--- src/hdl/vamh_pkg.sv ---
// ============================================================================
// vamh_pkg
// Shared types and constants for the variable activity max-heap.
// ============================================================================
package vamh_pkg;

    localparam int DEF_MAX_VARS  = 1024;
    localparam int DEF_ACT_WIDTH = 32;

    localparam int CMD_W   = 3;
    localparam int VAR_W   = 10;
    localparam int VALUE_W = 32;
    localparam int COUNT_W = 11;
    localparam int CFG_W   = 16;
    localparam int FRAC_W  = 16;

    localparam logic [CFG_W-1:0] DECAY_RESET = 16'd64881;

    // Command codes
    localparam logic [CMD_W-1:0] CMD_INSERT  = 3'd0;
    localparam logic [CMD_W-1:0] CMD_POP     = 3'd1;
    localparam logic [CMD_W-1:0] CMD_BUMP    = 3'd2;
    localparam logic [CMD_W-1:0] CMD_DECAY   = 3'd3;
    localparam logic [CMD_W-1:0] CMD_SET     = 3'd4;
    localparam logic [CMD_W-1:0] CMD_REBUILD = 3'd5;

    // Configuration register indexes
    localparam logic CFG_DECAY    = 1'b0;
    localparam logic CFG_NUM_VARS = 1'b1;

    typedef enum logic [4:0] {
        S_CLEAR,
        S_IDLE,
        S_DECODE,
        S_POP_LAST,
        S_POP_CLR,
        S_SU_RD,
        S_SU_PV,
        S_SU_CMP,
        S_SD_START,
        S_SD_VAR,
        S_SD_VACT,
        S_SD_CHK,
        S_SD_L,
        S_SD_LA,
        S_SD_R,
        S_SD_RC,
        S_RB_NEXT,
        S_DEC_RD,
        S_DEC_MUL,
        S_DEC_WR,
        S_DONE
    } state_t;

endpackage

--- src/hdl/vamh_scale.sv ---
// ============================================================================
// vamh_scale
// Decay multiplier: floor(a * d / 2^16), split into high and low partials.
// ============================================================================
module vamh_scale #(
    parameter int ACT_WIDTH = 32
) (
    input  logic                 clk,
    input  logic [ACT_WIDTH-1:0] a,
    input  logic [15:0]          d,
    output logic [ACT_WIDTH-1:0] y
);

    import vamh_pkg::*;

    localparam int EXT_W = ACT_WIDTH + FRAC_W;

    logic [EXT_W-1:0]     a_ext;
    logic [ACT_WIDTH-1:0] a_hi;
    logic [EXT_W-1:0]     p_hi_reg;
    logic [31:0]          p_lo_reg;
    logic [EXT_W-1:0]     sum;

    assign a_ext = {{FRAC_W{1'b0}}, a};
    assign a_hi  = a_ext[EXT_W-1:FRAC_W];

    always_ff @(posedge clk)
    begin
        p_hi_reg <= EXT_W'(a_hi) * EXT_W'(d);
        p_lo_reg <= 32'(a[FRAC_W-1:0]) * 32'(d);
    end

    assign sum = p_hi_reg + EXT_W'(p_lo_reg[31:FRAC_W]);
    assign y   = sum[ACT_WIDTH-1:0];

endmodule

--- config.mk ---
export PLATFORM = sky130hd
export DESIGN_NAME = vamh_scale
export DESIGN_NICKNAME = d
export VERILOG_FILES = /design/src/hdl/vamh_pkg.sv /design/src/hdl/vamh_scale.sv
export SDC_FILE = /design/constraint.sdc
export NUM_CORES = 1
export LEC_CHECK = 0
export ABC_AREA = 1
export BUFFER_PORTS_ARGS = -buffer_cell sky130_fd_sc_hd__buf_2
export CORE_MARGIN = 2
export CORE_UTILIZATION = 51
export CTS_BUF_LIST = sky130_fd_sc_hd__clkbuf_8
export CTS_CLUSTER_DIAMETER = 60
export CTS_CLUSTER_SIZE = 10
export DETAILED_ROUTE_END_ITERATION = 10
export PLACE_DENSITY = 0.68
export SETUP_SLACK_MARGIN = 0.1
export SLEW_MARGIN = 20
export SYNTH_ARGS = -nofsm -noshare
export SYNTH_HDL_FRONTEND = slang
export SYNTH_SLANG_ARGS = --single-unit
--- constraint.sdc ---
create_clock -name clk -period 12.9 [get_ports clk]
set_input_delay 3.225 -clock clk [delete_from_list [all_inputs] [get_ports clk]]
set_output_delay 3.225 -clock clk [all_outputs]
set_load 0.03 [all_outputs]
==> reports/results.tsv, run 1 <==
metric	value	unit
Post-DRT Antenna Nets	0	
Worst-path clk slew	90	ps
htree depth	2	
Largest register FFs	32	
Via density	5.08	
Final Max Tran Viols	0	
final setup fails	0	
minimum clock period	8700	ps
postcts setup bufs	0	
starting density of the core	51.8	%
sequential share of the synthesized area	4.65	%
DR vias	17500	
Setup TNS Final	0	ps
fmax	115	MHz
first-pass GRT wire length	93900	um
largest net degree at the start of global routing	33	
initial antenna violation count	0	
Synth Net Count	3599	
Top-Level Pins	81	
die area	42200	um2
Req. time, crit path	13100	ps
post-DR wirelength/cell	16.4	um
status	complete, no violations	
max_slew headroom	34.8	%
CTS root buffer	clkbuf_8	
nature of the critical path startpoint	primary input	
Die Span X	205	um
deepest clock path buffer count	2	
synthesized instance count	2941	
vias in the first global route	19300	
Num CTS Buffers	5	
CP Capture Type	flop	
worst min-delay path category	primary input to flop	
# diodes	0	
Pre-antenna DRT Iters	6	
complex-gate fraction of the synthesized area	3.30	%
Nets	3575	
final wirelength	56400	um
height of the die	205	um
xor and xnor area share after synthesis	1.61	%
DRC viols	0	
CORE AREA	39900	um2
hold depth	3	
Async SR Flop Fraction	0	%
Worst Path Arrival	8900	ps
num rows	73	
GR Overflow Total	0	
post-synthesis mux area share	0	%
CTS Hold Buffers Added	0	
Final period util	67.5	%
Tightest Pin Transition	979	ps
Crit Path Max Fanout	32	
ratio of cells with drive above 1 in the final layout	3.36	%
Synth Area per Inst	7.03	um2
Adder-Cell Fraction of Synth Area	50.9	%
post-CTS resize count	0	
area grow syn2layout	3.72	%
Hold Crit Endpoint	p_hi_reg[0]	
simple logic cell fraction of the synthesized area	22.0	%
Synth Register Bits	48	
main combinational cell family by area after synthesis	adder cells	
gpl congestion	0.915	
Synthesis Warnings	0	
Filler Cell Count	3987	
Mapped Area	20700	um2
Primary FF master, synth	dfxtp_1	
# clock sinks	48	
max cap viols	0	
synth unique cells	30	
Hold Vio Cnt, Final	0	
CTS tree	built	
1st-iter DRT viols	929	
hold path start	a[16]	
FF+latch area	961	um2
EDFF count, synth	0	
critical path class	primary input to flop	
PortBufs	80	
RSZ-0062 raised after global routing	no	
gr usage total	28.4	%
Multi-input gate area	16100	um2
Detail Placement HPWL	45600	um
-- logic make-up (layout without fill, tap and decap cells) --
group | Yosys count | count (layout)
AO/OA/AOI/OAI | 130 | 130
XOR/XNOR | 38 | 38
adder cells (fa/ha/maj) | 609 | 609
buffers and inverters | 966 | 942
flip-flops | 48 | 48
AND/OR/NAND/NOR | 1150 | 1150
-- metrics by stage --
| stage | area, um2 | instances | utilization (%) | worst slack, ps | hold WS, ps |
|---|---|---|---|---|---|
| 6_report | 21400 | 3442 | 53.7 | 4200 | 3430 |
| 3_5_place_dp | 21300 | 3435 | 53.4 | 3980 | 3750 |
| 5_1_grt | 21400 | 3442 | 53.7 | 3950 | 3420 |
| 3_3_place_gp | 21300 | 3435 | 53.4 | 4010 | 3750 |
| 2_1_floorplan | 20700 | 2941 | - | 4780 | 3510 |
| 4_1_cts | 21400 | 3442 | 53.7 | 4300 | 3410 |
-- worst max-delay path, cell delays in order --
cell     delay [ps]
buf_2           690
nand2_1         200
fa_1            590
inv_1            60
fa_1            560
fa_1            430
fa_1            460
fa_1            490
inv_1            50
fa_1            520
inv_1            60
ha_1            360
a21oi_1         380
inv_1           120
nor2_1          120
o21ai_0         160
a21oi_1         220
nand2_1          80
nand2_1          60
nand2_1          50
-- routing by layer --
| metal | wire length (um) | global-route usage (%) |
|---|---|---|
| met5 | 0 | 0 |
| met2 | 29300 | 54.3 |
| met1 | 21900 | 31.9 |
| met4 | 2400 | 11.1 |
| met3 | 2760 | 3.36 |
-- cell type report --
type / count / share of cell area (%)
clock buffers: 5 / 0.321
clock inverters: 2 / 0.280
inverters: 855 / 15.0
multi-input cells: 1927 / 75.0
flip-flops and latches: 48 / 4.48
well taps: 525 / 3.06
repair buffers: 80 / 1.87
-- cell usage in the layout (no fill, tap or decap), drive strengths merged --
master and count:
nand2 924, inv 855, fa 388, ha 221, nor2 108, buf 80, a21oi 79, nand3 73
dfxtp 48, o21ai 40, xor2 31, nand4 17, nor3 17, o21bai 9, xnor2 7, clkbuf 5
and2 3, a21o 2, nor4 2, nand3b 2, bufinv 2, or2 2, nor3b 1, nand2b 1
-- worst max-delay path by stage --
stage / start / endpoint / slack [ps] / cells past startpoint
after floorplan: a[7] / p_lo_reg[27] / 4780 / 23
after global placement: d[7] / p_hi_reg[27] / 4010 / 22
after detailed placement: d[7] / p_hi_reg[27] / 3980 / 22
after CTS: d[10] / p_lo_reg[28] / 4300 / 20
after global routing: d[7] / p_hi_reg[27] / 3950 / 22
final: d[10] / p_lo_reg[28] / 4200 / 20
-- synth_stat cells (3+ instances only) --
cell,instances,area share (%)
fa_1,388,38
clkbuf_1,110,2.0
nand3_1,73,1.8
o21ai_0,39,0.94
nand4_1,17,0.51
nor3_1,13,0.31
a21oi_1,79,1.9
and2_1,3,0.091
inv_1,854,16
xor2_1,31,1.3
dfxtp_1,48,4.6
ha_1,221,13
xnor2_1,7,0.30
nor3_2,3,0.15
o21bai_1,9,0.33
nor2_1,106,1.9
nand2_1,922,17
Power of run 1 is left out: the tool's default activity adds up to more than one toggle a clock period on the data nets, which glitch-free logic cannot reach.
==> run 2: changes to the inputs <==
- ABC_AREA: 1 -> 0
- PLACE_DENSITY: 0.68 -> 0.71
- clock period: 12.9 -> 7.45 ns (I/O delays scaled with it)
==> run 2 against run 1 <==
  * Synthesized cell count is 30% lower
  * Count of clock-buffer cells in the layout unchanged
  * Global-route usage shrank 3.8 points
  * Routed wire length decreased by 20%
  * First-iteration DRC count down 24%
  * Hold slack worse by 1400 ps
  * Die area decreased by 11%
  * Sequential share of layout area grew 0.15 points
  * Critical path depth grew 1
  * Synthesized area down 11%
  * Critical endpoint is now p_lo_reg[29]
==> reports/results.tsv, run 2 <==
metric	value	unit	change
status	complete, no violations		
GR Overflow Total	0		unchanged
Top-Level Pins	81		unchanged
CTS tree	built		
Via density	5.22		+2.8%
simple logic cell fraction of the synthesized area	17.0	%	-4.9 points
post-DR wirelength/cell	16.7	um	+2.0%
num rows	69		-5.5%
Req. time, crit path	7700	ps	-5400 ps
vias in the first global route	15100		-22%
Primary FF master, synth	dfxtp_1		
worst min-delay path category	primary input to flop		
Mapped Area	18400	um2	-11%
Largest register FFs	32		unchanged
gr usage total	24.6	%	-3.8 points
Worst-path clk slew	90	ps	about the same
Crit Path Max Fanout	8		-75%
Hold Crit Endpoint	p_hi_reg[0]		
CP Cell Sequence	buf_2 -> buf_4 -> nand2_1 -> fa_1 -> fa_1 -> inv_1 -> fa_1 -> fa_1 -> fa_1 -> inv_1 -> fa_1 -> inv_1 -> ha_4 -> a21oi_1 -> nand2_1 -> a221oi_2 -> o21ai_2 -> o2bb2ai_2 -> a311o_1 -> or4b_1 -> o2111ai_1		
gpl congestion	0.916		about the same
ratio of cells with drive above 1 in the final layout	12.8	%	+9.4 points
dpl ws	-346	ps	-4330 ps
minimum clock period	7210	ps	
post-synthesis mux area share	0.0545	%	+0.054 points
Tightest Pin Transition	636	ps	-343 ps
DR vias	14000		-20%
CTS root buffer	clkbuf_8		
first-pass GRT wire length	74600	um	-20%
xor and xnor area share after synthesis	3.38	%	+1.8 points
Worst Path Arrival	7460	ps	-1440 ps
Hold Vio Cnt, Final	0		unchanged
area grow syn2layout	12.9	%	
share of the synthesized area in the top cell type	42.3	%	+4.7 points
Post-DRT Antenna Nets	0		unchanged
final setup fails	0		unchanged
Synth Register Bits	48		unchanged
Synth Net Count	2719		-24%
most frequent cells in the layout	463 x inv_1, 386 x fa_1, 301 x nand2_1		
htree depth	2		unchanged
# clock sinks	48		unchanged
Final period util	96.8	%	
DRC viols	0		unchanged
sequential share of the synthesized area	5.23	%	+0.58 points
CTS Hold Buffers Added	0		unchanged
main combinational cell family by area after synthesis	adder cells		
largest net degree at the start of global routing	32		-3.0%
Adder-Cell Fraction of Synth Area	57.3	%	+6.4 points
fmax	139	MHz	
Filler Cell Count	3090		-22%
Final Max Tran Viols	0		unchanged
synth unique cells	66		+120%
deepest clock path buffer count	2		unchanged
hold depth	3		unchanged
most common cell after layout, fill and taps aside	inv_1		
nature of the critical path startpoint	primary input		
Async SR Flop Fraction	0	%	unchanged
synth cell count leaders	467 x inv_1, 388 x fa_1, 302 x nand2_1		
max cap viols	0		unchanged
most frequent CP cell	fa_1		
height of the die	194	um	-5.6%
max_slew headroom	57.6	%	+23 points
leading post-synthesis cells by cell area	fa_1 42%, ha_1 15%, inv_1 9.5%		
CP peak stage delay	580	ps	-110 ps
die area	37600	um2	-11%
hold path start	a[16]		
Die Span X	194	um	-5.6%
most frequent cell after synthesis	inv_1		
complex-gate fraction of the synthesized area	5.77	%	+2.5 points
1st-iter DRT viols	705		-24%
CP max stage cell	fa_1		
post-synth top area cell	fa_1		
EDFF count, synth	0		unchanged
Num CTS Buffers	5		unchanged
CP Capture Type	flop		
Synthesis Warnings	0		unchanged
RSZ-0062 raised after global routing	no		
setup slack after layout	235	ps	-3960 ps
synthesized instance count	2061		-30%
PortBufs	80		unchanged
critical path class	primary input to flop		
Synth Area per Inst	8.92	um2	+27%
final wirelength	44800	um	-20%
fin util	58.4	%	+4.7 points
starting density of the core	51.8	%	about the same
Detail Placement HPWL	38300	um	-16%
initial antenna violation count	4		+4
CORE AREA	35500	um2	-11%
Nets	2880		-19%
Pre-antenna DRT Iters	5		-1
run 2: cell types whose count changed in the layout (fill, tap and decap cells not counted), moves of 14 or more:
cell,delta
buf_2,-18
a21o_1,+21
o21ai_0,-27
xnor2_1,+39
and2_1,+228
nor2_1,-84
and3_1,+14
nand3_1,-50
a21oi_1,-29
buf_4,+149
inv_1,-391
nand2_1,-621
run 2: logic make-up (layout without fill, tap and decap cells):
group           Yosys count  count (layout)
flops                    48              48
mux                       1               1
simple gates            631             631
xor+xnor                 71              71
buf+inv                 549             711
fa+ha+maj               609             609
other cells               0               1
compound gates          152             152
run 2: metal layers:
layer	share of wire, %	GRT usage (%)	up-vias
li1	-	-	6489
met2	49	41.7	359
met1	43	33.4	7092
met5	0.029	0	-
met3	5.0	2.68	78
met4	3.1	7.24	2
run 2: per-stage QoR:
stage	hold WS [ps]	instances	setup TNS, ps	instance area (um2)
6_report	2080	2685	0	20700
4_1_cts	2070	2676	0	20400
2_1_floorplan	1990	2061	0	18500
5_1_grt	2080	2685	0	20700
3_3_place_gp	2400	2668	-1520	20300
3_5_place_dp	2410	2668	-3420	20300
run 2: cell type report:
cell class / instances / area [um2] / area share (%)
antenna: 1 / 2.50 / 0.0121
clock inverter: 3 / 68.8 / 0.332
multi-input combinational: 1464 / 15500 / 74.6
sequential: 48 / 961 / 4.63
timing repair buffer: 236 / 1830 / 8.82
clock buffer: 5 / 68.8 / 0.332
tap: 461 / 577 / 2.78
inverter: 467 / 1750 / 8.45
run 2: critical path: cells and delay by family:
| family | cells | cell delay (ps) |
|---|---|---|
| AOI/OAI and AO/OA | 6 | 1130 |
| adders and majority gates | 7 | 3230 |
| buffers and inverters | 5 | 560 |
| and+or+nand+nor | 3 | 690 |
run 2: what timing repair did:
action,CTS,global route
setup endpoints to repair,4,14
pin swaps,0,21
hold endpoints to repair,0,0
gates resized for setup,5,69
setup buffers,0,7
cloned,0,1
run 2: worst max-delay path by stage:
| stage | startpoint | end | slack [ps] | cells past startpoint |
|---|---|---|---|---|
| floorplan | d[3] | p_lo_reg[29] | 100 | 20 |
| global placement | d[1] | p_lo_reg[29] | -190 | 20 |
| detailed placement | d[2] | p_lo_reg[29] | -350 | 21 |
| CTS | d[1] | p_lo_reg[29] | 150 | 21 |
| global route | a[10] | p_lo_reg[29] | 90 | 22 |
| finish | a[9] | p_lo_reg[29] | 240 | 21 |
Power of run 2 is left out for the same reason.
==> run 3: changes to the inputs <==
- REMOVE_ABC_BUFFERS: not set -> 1
- TNS_END_PERCENT: not set -> 30
==> run 3 against run 2 <==
  * First-iteration DRC count down 6.4%
  * Via count grew 1.3%
  * Flip-flop and latch count stayed put
  * Final cell count about the same
  * Count of clock-buffer cells in the layout did not move
  * Largest cell class unchanged
  * Final area up 0.56%
  * Global-route usage is essentially flat
  * Critical endpoint unchanged
  * Fmax shrank 0.23%
  * Utilization increased by 0.32 points
  * Sequential share of layout area barely moved
  * Worst setup slack got worse by 17 ps
==> reports/results.tsv, run 3 (synthesis gave the netlist of run 2 again) <==
metric	value	unit	change
# placed instances	2673		+0.19%
fmax	138	MHz	-0.23%
starting density of the core	51.8	%	unchanged
num rows	69		unchanged
Tightest Pin Transition	685	ps	+48.8 ps
Post-DRT Antenna Nets	0		unchanged
most common cell after layout, fill and taps aside	inv_1		
CTS tree	built		
initial antenna violation count	1		-3
final setup fails	0		unchanged
die area	37600	um2	unchanged
gpl congestion	0.949		+3.6%
Setup TNS Final	0	ps	unchanged
Worst-path clk slew	120	ps	+30 ps
Crit Path Max Fanout	10		+2
GR Overflow Total	0		unchanged
Detail Placement HPWL	39100	um	+2.2%
first-pass GRT wire length	74600	um	about the same
post-DR wirelength/cell	16.9	um	+1.3%
most frequent cells in the layout	465 x inv_1, 384 x fa_1, 300 x nand2_1		
Req. time, crit path	7710	ps	about the same
vias in the first global route	15100		+0.093%
Via density	5.29		+1.3%
Top-Level Pins	81		unchanged
DR vias	14200		+1.3%
worst min-delay path category	primary input to flop		
CTS Hold Buffers Added	0		unchanged
Final Max Tran Viols	0		unchanged
CTS root buffer	clkbuf_8		
Worst Setup SP	a[9]		
Hold Vio Cnt, Final	0		unchanged
final wirelength	45500	um	+1.4%
Num CTS Buffers	5		unchanged
largest net degree at the start of global routing	32		unchanged
Largest register FFs	32		unchanged
nature of the critical path startpoint	primary input		
Final period util	97.1	%	+0.22 points
area grow syn2layout	13.5	%	
DRC viols	0		unchanged
Worst Path Arrival	7490	ps	+30 ps
PortBufs	80		unchanged
CORE AREA	35500	um2	unchanged
minimum clock period	7230	ps	+16.6 ps
CP Capture Type	flop		
max cap viols	0		unchanged
fin util	58.8	%	+0.32 points
deepest clock path buffer count	2		unchanged
Pre-antenna DRT Iters	5		unchanged
Die Span X	194	um	unchanged
critical path class	primary input to flop		
status	complete, no violations		
Critical Path End	p_lo_reg[29]		
height of the die	194	um	unchanged
Cell Count, Final, Fillers Out	2686		+0.037%
# diodes	0		-1
# clock sinks	48		unchanged
ratio of cells with drive above 1 in the final layout	13.6	%	+0.84 points
1st-iter DRT viols	660		-6.4%
max_slew headroom	54.4	%	-3.3 points
gr usage total	24.6	%	about the same
htree depth	2		unchanged
RSZ-0062 raised after global routing	yes		
Nets	2882		+0.069%
## run 3: layout make-up
class / count / area [um2]
multi-input cells: 1464 / 15600
fillers: 3130 / 14600
clock buffers: 5 / 68.8
flip-flops and latches: 48 / 961
well taps: 461 / 577
inverters: 467 / 1750
repair buffers: 238 / 1830
clock inverters: 3 / 68.8
## run 3: repair_timing
item / in CTS / in global routing
buffers inserted: 0 / 2
pin swaps: 0 / 28
setup endpoints to repair: 4 / 17
cloned: 0 / 3
gates resized for setup: 1 / 81
## run 3: critical path, stage by stage
cell and delay [ps]:
clkbuf_4 180, buf_8 160, nand2_1 90, fa_1 540
inv_1 50, fa_1 480, fa_1 520, fa_1 530
fa_1 490, inv_1 50, fa_1 470, inv_1 40
ha_1 300, and4_4 200, a221oi_2 290, o21ai_2 130
o2bb2ai_2 150, a311o_1 340, or4b_4 520, o2111ai_2 90
## run 3: through the flow
stage / hold slack [ps] / area [um2] / setup WS, ps
2_1_floorplan: 1980 / 18100 / 177
3_3_place_gp: 2420 / 20300 / -147
3_5_place_dp: 2430 / 20300 / -285
4_1_cts: 2090 / 20400 / 70.0
5_1_grt: 2120 / 20900 / 84.2
6_report: 2110 / 20900 / 219
## run 3: worst min-delay path by stage
stage                       from  cells past startpoint     endpoint  slack, ps
global placement    p_hi_reg[18]                      2        y[18]       2420
floorplan                   d[0]                      1  p_hi_reg[0]       1980
detailed placement  p_hi_reg[28]                      2        y[28]       2430
global route               a[16]                      3  p_hi_reg[0]       2120
finish                     a[16]                      3  p_hi_reg[0]       2110
CTS                        a[16]                      3  p_hi_reg[0]       2090
## run 3: layer usage
layer | global-route usage (%) | routed length (um)
met4 | 7.04 | 1420
met3 | 3.44 | 2570
met2 | 43.3 | 23200
met5 | 0 | 13
met1 | 31.6 | 18300
Power of run 3 is left out for the same reason.
